## src/hw/rtl/stdf_pkg.sv

```systemverilog
// Shared types and constants for the serial tunnel deframer.
// Used by stdf_step, stdf_out_buf and serial_tunnel_deframer; no dependencies.
package stdf_pkg;

  // Number of destination slots known to the deframer.
  localparam int unsigned NUM_SLOTS = 2;

  // Header layout: eight bytes, position counter saturates once past it.
  localparam int unsigned HDR_BYTES = 8;
  localparam int unsigned POS_W     = $clog2(HDR_BYTES + 1);

  localparam logic [POS_W-1:0] POS_WORDS   = POS_W'(1);
  localparam logic [POS_W-1:0] POS_SLOT    = POS_W'(3);
  localparam logic [POS_W-1:0] POS_LEN_HI  = POS_W'(4);
  localparam logic [POS_W-1:0] POS_LEN_LO  = POS_W'(5);
  localparam logic [POS_W-1:0] POS_JUDGE   = POS_W'(HDR_BYTES - 1);
  localparam logic [POS_W-1:0] POS_PAYLOAD = POS_W'(HDR_BYTES);

  // Configuration register indexes.
  localparam logic CFG_SLOT_OPEN_MASK = 1'b0;
  localparam logic CFG_RAW_SLOT1_MODE = 1'b1;

  // Message status codes.
  typedef enum logic [2:0] {
    ST_OK       = 3'd0,
    ST_BAD_HDR  = 3'd1,
    ST_CLOSED   = 3'd2,
    ST_TOO_LONG = 3'd3,
    ST_TRUNC    = 3'd4
  } status_t;

  // Per-message parsing state.
  typedef struct packed {
    logic [POS_W-1:0] pos;
    logic [7:0]       word_count;
    logic [7:0]       slot_index;
    logic [15:0]      payload_length;
    logic [15:0]      forward_remaining;
    status_t          message_status;
  } stdf_state_t;

  // One result item.
  typedef struct packed {
    logic       has_data;
    logic [7:0] data_byte;
    logic       dest_slot;
    logic       last_data;
    logic       msg_done;
    status_t    status;
  } stdf_result_t;

endpackage

```

## src/hw/rtl/serial_tunnel_deframer.sv

```systemverilog
// Serial tunnel deframer top level: input register, state, config, result buffer.
// Path: a byte's result passes the input register, then the combinational step into the
// result buffer, then the output stream.
// Throughput: one byte per cycle while the two-entry result buffer has room, set by the
// combinational step between the input register and the result buffer.
// Reset (rst, synchronous): clears message state, config registers and both buffers.
module serial_tunnel_deframer
  import stdf_pkg::*;
(
  input  logic        clk,
  input  logic        rst,
  // Input stream.
  input  logic        s_tvalid,
  output logic        s_tready,
  input  logic [7:0]  s_tdata,   // [7:0] in_byte
  input  logic        s_tlast,   // in_end
  // Result stream.
  output logic        m_tvalid,
  input  logic        m_tready,
  output logic [15:0] m_tdata,   // [7:0] data_byte, [10:8] status, [15:11] zero
  output logic [2:0]  m_tuser,   // [0] has_data, [1] dest_slot, [2] msg_done
  output logic        m_tlast,   // last_data
  // Configuration writes.
  input  logic        cfg_valid,
  output logic        cfg_ready,
  input  logic        cfg_index,
  input  logic [1:0]  cfg_data
);

  logic         in_valid;
  logic [7:0]   in_byte;
  logic         in_end;
  logic         fire;
  logic         buf_space;
  logic [1:0]   slot_open_mask;
  logic         raw_second_slot_mode;
  stdf_state_t  state;
  stdf_state_t  state_next;
  stdf_result_t step_res;
  logic         step_res_valid;
  stdf_result_t out_res;

  assign cfg_ready = 1'b1;

  // A held byte is processed whenever the result buffer has room.
  assign fire     = in_valid && buf_space;
  assign s_tready = !in_valid || fire;

  // Input register.
  always_ff @(posedge clk) begin
    if (rst) begin
      in_valid <= 1'b0;
    end else if (s_tready) begin
      in_valid <= s_tvalid;
    end
  end

  always_ff @(posedge clk) begin
    if (s_tvalid && s_tready) begin
      in_byte <= s_tdata;
      in_end  <= s_tlast;
    end
  end

  // Configuration registers.
  always_ff @(posedge clk) begin
    if (rst) begin
      slot_open_mask       <= '0;
      raw_second_slot_mode <= 1'b0;
    end else if (cfg_valid && cfg_ready) begin
      case (cfg_index)
        CFG_SLOT_OPEN_MASK: slot_open_mask       <= cfg_data;
        CFG_RAW_SLOT1_MODE: raw_second_slot_mode <= cfg_data[0];
        default: ;
      endcase
    end
  end

  // Message state.
  always_ff @(posedge clk) begin
    if (rst) begin
      state <= '0;
    end else if (fire) begin
      state <= state_next;
    end
  end

  stdf_step u_step (
    .cur                  (state),
    .in_byte              (in_byte),
    .in_end               (in_end),
    .slot_open_mask       (slot_open_mask),
    .raw_second_slot_mode (raw_second_slot_mode),
    .nxt                  (state_next),
    .res                  (step_res),
    .res_valid            (step_res_valid)
  );

  stdf_out_buf u_out_buf (
    .clk       (clk),
    .rst       (rst),
    .push      (fire && step_res_valid),
    .push_data (step_res),
    .space     (buf_space),
    .out_valid (m_tvalid),
    .out_ready (m_tready),
    .out_data  (out_res)
  );

  // Pack the result onto the stream fields.
  assign m_tdata = {5'd0, out_res.status, out_res.data_byte};
  assign m_tuser = {out_res.msg_done, out_res.dest_slot, out_res.has_data};
  assign m_tlast = out_res.last_data;

  // A message end always returns the parser to the start of a header.
  a_end_clears: assert property (@(posedge clk) disable iff (rst)
    (fire && in_end) |=> (state.pos == '0 && state.forward_remaining == 16'd0))
    else $error("state not cleared after message end");
  // No payload is pending while the header is still being taken in.
  a_hdr_no_fwd: assert property (@(posedge clk) disable iff (rst)
    (state.pos < POS_PAYLOAD) |-> (state.forward_remaining == 16'd0))
    else $error("payload pending inside header");
  // Every result either carries data or closes a message.
  a_result_kind: assert property (@(posedge clk) disable iff (rst)
    (m_tvalid && !out_res.has_data) |-> out_res.msg_done)
    else $error("empty result on the output");

endmodule

```

## src/hw/rtl/stdf_step.sv

```systemverilog
// Combinational per-byte step of the deframer: header capture, judgement,
// payload forwarding and end-of-message status. Depends on stdf_pkg.
module stdf_step
  import stdf_pkg::*;
(
  input  stdf_state_t  cur,
  input  logic [7:0]   in_byte,
  input  logic         in_end,
  input  logic [1:0]   slot_open_mask,
  input  logic         raw_second_slot_mode,
  output stdf_state_t  nxt,
  output stdf_result_t res,
  output logic         res_valid
);

  logic [9:0]  room;
  logic        slot_open;
  stdf_state_t upd;

  // Payload room in bytes: (word count - 1) * 4.
  assign room = {cur.word_count - 8'd1, 2'b00};
  assign slot_open = (cur.slot_index < 8'd2) && slot_open_mask[cur.slot_index[0]];

  // Main step: update the state and build the result for this byte.
  always_comb begin
    upd = cur;
    res = '0;
    if (cur.pos < POS_PAYLOAD) begin
      case (cur.pos)
        POS_WORDS:  upd.word_count = in_byte;
        POS_SLOT:   upd.slot_index = in_byte;
        POS_LEN_HI: upd.payload_length[15:8] = in_byte;
        POS_LEN_LO: upd.payload_length[7:0] = in_byte;
        POS_JUDGE: begin
          upd.forward_remaining = '0;
          if (cur.slot_index >= 8'(NUM_SLOTS) || cur.word_count <= 8'd1) begin
            upd.message_status = ST_BAD_HDR;
          end else if (!slot_open) begin
            upd.message_status = ST_CLOSED;
          end else if (cur.slot_index == 8'd1 && raw_second_slot_mode) begin
            upd.message_status    = ST_OK;
            upd.forward_remaining = 16'(room);
          end else if (cur.payload_length > 16'(room)) begin
            upd.message_status = ST_TOO_LONG;
          end else begin
            upd.message_status    = ST_OK;
            upd.forward_remaining = cur.payload_length;
          end
        end
        default: ;
      endcase
    end else if (cur.forward_remaining != 16'd0) begin
      upd.forward_remaining = cur.forward_remaining - 16'd1;
      res.has_data  = 1'b1;
      res.data_byte = in_byte;
      res.dest_slot = cur.slot_index[0];
      res.last_data = (cur.forward_remaining == 16'd1);
    end

    // Position saturates once the header is behind us.
    if (cur.pos < POS_PAYLOAD) begin
      upd.pos = cur.pos + POS_W'(1);
    end

    nxt = upd;
    // Close the message on the end mark.
    if (in_end) begin
      res.msg_done = 1'b1;
      if (cur.pos < POS_JUDGE) begin
        res.status = ST_TRUNC;
      end else if (upd.message_status != ST_OK) begin
        res.status = upd.message_status;
      end else if (upd.forward_remaining != 16'd0) begin
        res.status = ST_TRUNC;
      end else begin
        res.status = ST_OK;
      end
      nxt = '0;
    end
    res_valid = res.has_data | res.msg_done;
  end

endmodule

```

## src/hw/rtl/stdf_out_buf.sv

```systemverilog
// Two-entry result buffer that decouples the step logic from the output
// stream's back-pressure. Depends on stdf_pkg.
module stdf_out_buf
  import stdf_pkg::*;
(
  input  logic         clk,
  input  logic         rst,
  input  logic         push,
  input  stdf_result_t push_data,
  output logic         space,
  output logic         out_valid,
  input  logic         out_ready,
  output stdf_result_t out_data
);

  stdf_result_t entries [2];
  logic         wr_ptr;
  logic         rd_ptr;
  logic [1:0]   count;
  logic         pop;

  assign pop       = out_valid && out_ready;
  assign out_valid = (count != 2'd0);
  assign space     = (count != 2'd2);
  assign out_data  = entries[rd_ptr];

  // Storage for buffered results.
  always_ff @(posedge clk) begin
    if (push) begin
      entries[wr_ptr] <= push_data;
    end
  end

  // Pointers and fill count.
  always_ff @(posedge clk) begin
    if (rst) begin
      wr_ptr <= 1'b0;
      rd_ptr <= 1'b0;
      count  <= 2'd0;
    end else begin
      if (push) begin
        wr_ptr <= ~wr_ptr;
      end
      if (pop) begin
        rd_ptr <= ~rd_ptr;
      end
      if (push && !pop) begin
        count <= count + 2'd1;
      end else if (pop && !push) begin
        count <= count - 2'd1;
      end
    end
  end

  // The buffer never overflows and the count matches the pointers.
  a_no_overflow: assert property (@(posedge clk) disable iff (rst)
    push |-> (space || pop))
    else $error("result buffer written while full");
  a_count_range: assert property (@(posedge clk) disable iff (rst)
    count != 2'd3)
    else $error("result buffer count out of range");
  a_ptr_match: assert property (@(posedge clk) disable iff (rst)
    (count == 2'd1) |-> (wr_ptr != rd_ptr))
    else $error("result buffer pointers disagree with count");

endmodule

```

## config.mk

```make
export PLATFORM = sky130hd
export DESIGN_NAME = serial_tunnel_deframer
export DESIGN_NICKNAME = d
export VERILOG_FILES = /design/src/hw/rtl/stdf_pkg.sv /design/src/hw/rtl/serial_tunnel_deframer.sv /design/src/hw/rtl/stdf_step.sv /design/src/hw/rtl/stdf_out_buf.sv
export SDC_FILE = /design/constraint.sdc
export NUM_CORES = 1
export LEC_CHECK = 0
export BUFFER_PORTS_ARGS = -buffer_cell sky130_fd_sc_hd__buf_2
export CAP_MARGIN = 15
export CORE_MARGIN = 4
export CORE_UTILIZATION = 40
export CTS_BUF_LIST = sky130_fd_sc_hd__clkbuf_16
export CTS_CLUSTER_SIZE = 8
export DETAILED_ROUTE_END_ITERATION = 7
export GPL_ROUTABILITY_DRIVEN = 0
export SYNTH_ARGS = -nofsm -noshare
export SYNTH_HDL_FRONTEND = slang
export SYNTH_SLANG_ARGS = --single-unit
```

## constraint.sdc

```tcl
create_clock -name clk -period 6.7 [get_ports clk]
set_clock_uncertainty 0.2 [all_clocks]
set_input_delay 0.335 -clock clk [delete_from_list [all_inputs] [get_ports clk]]
set_output_delay 0.335 -clock clk [all_outputs]
set_load 0.01 [all_outputs]
```

==> results of run 1 <==
where the power goes:
group / switching (mW) / total [mW] / internal, mW
clock: 0.256 / 0.520 / 0.264
sequential: 0.0347 / 0.709 / 0.674
combinational: 0.100 / 0.184 / 0.0843
cells in the final DEF (no fill, tap or decap), drive strengths merged, types with 8 or more instances in the layout:
master       count
or3              8
nor4            10
inv             14
buf             38
nand4           10
a22oi           34
mux2            16
clkbuf           9
o21ai           25
nand2           36
a31oi           12
and3            15
a21oi           28
dfxtp           64
edfxtp          39
dlygate4sd3      9
nor2            78
nor3            13
ha              17
nand3           11
how the worst max path moves through the flow:
stage                                    to
finish              u_out_buf.entries[1][2]
global placement    u_out_buf.entries[0][2]
global route        u_out_buf.entries[0][2]
CTS                 u_out_buf.entries[1][2]
floorplan           u_out_buf.entries[0][2]
detailed placement  u_out_buf.entries[1][2]
flip-flops by register name (all words and copies together), names as in the netlist, named ones only:
signal,flops
u_out_buf.count,2
raw_second_slot_mode,1
in_byte,8
u_out_buf.wr_ptr,1
slot_open_mask,2
in_end,1
in_valid,1
state,55
u_out_buf.rd_ptr,1
u_out_buf.entries,30
metal layers:
metal	GRT usage, %	vias to the layer above	part of all wire (%)
li1	-	2120	-
met1	25.2	2114	48
met4	5.26	0	1.4
met5	0	-	0
met3	3.29	15	4.9
met2	29.3	143	46
worst register-to-register path, cell delays in order (launching register included):
cell       delay (ps)
dfxtp_1           350
or4_1             600
nor4_1            260
xnor2_1           130
ha_1              400
nand4_1           110
o21ai_0           240
nand3b_1          170
o21ai_1           220
a31oi_1           280
o2111ai_1         150
o311a_1           390
final cells by class:
type / count / area (µm²) / area share (%)
Clock buffer: 9 / 225 / 3.79
Timing Repair Buffer: 47 / 303 / 5.09
Sequential cell: 103 / 2450 / 41.2
Multi-Input combinational cell: 415 / 2640 / 44.4
Clock inverter: 7 / 73.8 / 1.24
Inverter: 10 / 37.5 / 0.631
Tap cell: 172 / 215 / 3.62
timing repair:
item                                    in CTS  in global routing
hold buffers                                 9                  0
endpoints found under the setup margin       0                  0
endpoints found under the hold margin        9                  0
resized for setup                            0                  0
per-stage QoR:
| stage | utilization (%) | instance area, µm² | hold WS (ps) | setup slack, ps |
|---|---|---|---|---|
| after global placement | 43.3 | 5530 | 254 | 3110 |
| after floorplan | - | 5310 | 222 | 3400 |
| final | 46.5 | 5950 | 25.1 | 2950 |
| after CTS | 46.4 | 5920 | 17.4 | 2970 |
| after global routing | 46.5 | 5950 | 36.0 | 2750 |
| after detailed placement | 43.3 | 5530 | 248 | 3030 |
cell families after synthesis:
family,count (synthesis)
multiplexers,23
XOR/XNOR,10
other,2
adder cells (fa/ha/maj),17
AO/OA/AOI/OAI,137
AND/OR/NAND/NOR,222
buffers and inverters,49
flip-flops,103
==> flow_summary.toml, run 1 <==
[run_status]
status = "completed"

[min_path]
min-delay-start = "s_tvalid"
hp-class = "in2reg"
holdPathStages = 3
hold_end = "in_valid"

[synth]
syn_avg_cell_area_um2 = 9.40
synth_top_area_share_pct = 24.2
yosys.area_share.simple_pct = 21.5
synth-edff-count = 39
yosys_warnings = 0
synth_ff_type = "dfxtp_1"
synth_largest_area_cell = "dfxtp_1"
synth_compound_area_share_pct = 17.5
synth_area_leaders = "dfxtp_1 24%, edfxtp_1 22%, nor2_1 5.5%"
synth_top_family_by_area = "simple AND/OR/NAND/NOR gates"
synthCells = 563
yosysMostFrequentCell = "nor2_1"
ys_ff_latch = 103
synthArstFlopShare_pct = 0
ys_seq_area_share_pct = 46.4
yosys-top-cells-count = "78 x nor2_1, 64 x dfxtp_1, 39 x edfxtp_1"
synth_mux_area_share_pct = 4.73
synthAdderAreaFrac_pct = 4.02
syn-cell-area_um2 = 5290
synth-xor-area-share_pct = 1.66
ys_types = 68

[grt]
first_global_vias = 4206
antenna_found_initial = 0
grt_use_total_pct = 18.2
grt_pass1_wl_um = 21600
grt-ovfl-total = 0
grt_max_degree = 65

[clock_tree]
h-tree-depth = 3
cts_buffers = 9
clk_latency_ps = 350
clockBufferDepth = 2
path_clk_slew_ps = 70
postCtsSetupBuffers = 0
root_buffer = "clkbuf_16"
cts_tree = "built"
cts_sinks = 103

[finish]
fin_cells = 763
area_growth_syn_to_layout_pct = 12.4
antenna_cells = 0
drive_gt1_share_pct = 13.4
nFillCells = 1200
fin_nets = 620

[place]
dp_cells = 736
hpwlAfterDp_um = 9420
portBuffers = 33

[floorplanning]
core_area_um2 = 12800
num_io_pins = 40
die_y_um = 123
die_area_um2 = 15100
num_rows = 41
die_w_um = 123
initial_core_util_pct = 41.4

[sta]
worst_pin_slew_ps = 1040
rsz0062_at_grt = "false"
hold_viol_final = 0
timing.fmax_mhz = 267
setup-tns-final_ps = 0
relSlewSlack_pct = 30.5
period_needed_ps = 3750
setup_viol = 0
final-max-slew-violation-count = 0
min_period_over_period_pct = 56.0

[setup_path]
startpoint = "state[45]"
crit_path_top_delay_cell = "or4_1"
crit_arrival_ps = 3650
critPathBufInv = 0
critical_path.startpoint_type = "register"
worstPathCellList = "or4_1 -> nor4_1 -> xnor2_1 -> ha_1 -> nand4_1 -> o21ai_0 -> nand3b_1 -> o21ai_1 -> a31oi_1 -> o2111ai_1 -> o311a_1"
ff2ff_path_depth = 11
r2r-end = "u_out_buf.entries[1][2]"
critPathMaxFanout = 9
crit_path_max_incr_delay_ps = 600
cp_top_family = "compound AO/OA/AOI/OAI gates"
r2r-start = "state[45]"
crit_cells = 11
required_ps = 6590
r2r_slack_ps = 2950
critPathCaptureType = "register"
crit_type = "reg2reg"

[power]
p_total_mw = 1.41
ir_worst_vdd_mv = 0.157
leakagePower_nw = 2.17
power.density_nw_per_um2 = 238

[route]
dr.pass1.iters = 6
antenna_left = 0
vias = 4392
vias_per_cell = 5.76
wirelength_um = 13300
drt_drc_violations_left = 0
avgRoutedWirePerCell_um = 17.4
drt_iter0_drc = 355

[run]
drv_cap = 0
(Power assumes the default switching activity.)
==> inputs of run 2 (changes only) <==
- clock period: 6.7 -> 3.3 ns (I/O delays scaled with it)
==> flow_summary.toml, run 2 (synthesized netlist as in run 1, its figures left out) <==
[finish]
area_growth_syn_to_layout_pct = 23.5
largest_reg_flops = 55
nFillCells = 1147
antenna_cells = 0
fin_nets = 679
mostFrequentLayoutCells = "76 x nor2_1, 62 x dfxtp_1, 58 x buf_4"
reg_top3 = "state (55), u_out_buf.entries (30), in_byte (8)"
drive_gt1_share_pct = 24.2
regMostFlops = "state"
final_common_cell = "nor2_1"

[route]
dr.pass1.iters = 5
avgRoutedWirePerCell_um = 17.7
wirelength_um = 14500
drt_iter0_drc = 464
drt_drc_violations_left = 0
vias_per_cell = 5.74
vias = 4717
antenna_left = 0

[clock_tree]
cts_tree = "built"
clockBufferDepth = 2
cts_buffers = 9
h-tree-depth = 3
root_buffer = "clkbuf_16"
cts_sinks = 103
path_clk_slew_ps = 70
clk_latency_ps = 350

[sta]
final-max-slew-violation-count = 0
setup_viol = 0
period_needed_ps = 3280
fin_ws_ps = 23.0
holdWs_ps = 13.6
relSlewSlack_pct = 33.3
rsz0062_at_grt = "true"
min_period_over_period_pct = 99.3
hold_viol_final = 0
timing.fmax_mhz = 305
worst_pin_slew_ps = 1000

[setup_path]
required_ps = 3200
critical_path.startpoint_type = "register"
crit_arrival_ps = 3170
ff2ff_path_depth = 14
critPathCaptureType = "register"
crit_type = "reg2reg"
critPathMaxFanout = 5

[grt]
grt_max_degree = 50
busiest_layer = "met2"
grt_pass1_wl_um = 23800
use_met3_pct = 4.07
first_global_vias = 4716
antenna_found_initial = 0
use_met2_pct = 34.1
grtUsageMet1_pct = 25.6
grt_use_total_pct = 20.1
grt-ovfl-total = 0

[power]
ir_worst_vdd_mv = 0.279
leakagePower_nw = 2.47
power.density_nw_per_um2 = 444

[min_path]
hp-class = "in2reg"
holdPathStages = 4

[floorplanning]
die_w_um = 123
die_area_um2 = 15100
core_area_um2 = 12800
initial_core_util_pct = 41.4
die_y_um = 123
num_rows = 41
num_io_pins = 40

[place]
post-place-ws_ps = -117
hpwlAfterDp_um = 10300
portBuffers = 33

[run_status]
status = "completed"

[run]
drv_cap = 0
## run 2: cell types whose count changed in the layout (fill, tap and decap cells not counted), moves of 2 or more
cell	change
nor2_2	+2
dfxtp_1	-2
a21oi_1	-2
o21ai_0	-3
nor2_1	-2
nor4_1	-3
a31oi_1	-3
dlygate4sd3_1	+5
buf_4	+55
inv_6	+2
nor4_2	+2
a31oi_2	+3
## run 2: power by group
group / switching [mW] / leakage [nW] / total [mW] / internal (mW)
combinational: 0.216 / 1.45 / 0.409 / 0.193
sequential: 0.0704 / 0.880 / 1.44 / 1.37
clock: 0.515 / 0.144 / 1.05 / 0.537
total: 0.801 / 2.47 / 2.90 / 2.10
## run 2: cell type report
| cell class | instances | area [µm²] | area share [%] |
|---|---|---|---|
| inverters | 10 | 37.5 | 0.574 |
| repair buffers | 106 | 761 | 11.6 |
| flip-flops and latches | 103 | 2460 | 37.6 |
| clock inverters | 7 | 72.6 | 1.11 |
| multi-input cells | 415 | 2770 | 42.3 |
| clock buffers | 9 | 225 | 3.45 |
| well taps | 172 | 215 | 3.29 |
## run 2: layer usage
| layer | share of wire (%) | vias to the layer above |
|---|---|---|
| li1 | - | 2246 |
| met1 | 43 | 2284 |
| met2 | 49 | 155 |
| met3 | 5.5 | 32 |
| met4 | 2.3 | 0 |
| met5 | 0 | - |
## run 2: path summary, 6_finish.rpt
| kind | start | to | slack (ps) |
|---|---|---|---|
| worst max register to register | state[43] | u_out_buf.entries[0][2] | 20 |
| worst max-delay path | state[43] | u_out_buf.entries[0][2] | 20 |
| worst min register to register | state[1] | state[1] | 280 |
| worst min-delay path | m_tready | register | 10 |
## run 2: critical path, stage by stage (launching register included)
cell and delay (ps):
dfxtp_2 340, inv_1 80, ha_2 180, inv_1 60, or3_4 330, xor2_2 160
ha_1 310, buf_4 120, nand4_1 90, o21ai_2 170, nand3b_1 200, o21ai_4 110
a31oi_2 210, nand4_1 110, o311a_1 370
## run 2: through the flow
step | total power, mW | std cells | setup TNS [ps] | cell area (µm²) | util (%)
2_1_floorplan | 1.70 | 567 | 0 | 5310 | -
3_3_place_gp | 1.85 | 787 | -10.3 | 5930 | 46.4
3_5_place_dp | 1.86 | 787 | -361 | 5930 | 46.4
4_1_cts | 2.92 | 818 | 0 | 6390 | 50.0
5_1_grt | 3.02 | 822 | -315 | 6540 | 51.2
6_report | 2.90 | 822 | 0 | 6540 | 51.2
## run 2: timing repair
item	CTS	global route
setup endpoints to repair	7	16
buffers inserted	1	4
pin swaps	1	13
gates cloned	0	0
gates resized for setup	5	28
hold buffers	14	0
hold endpoints to repair	13	0
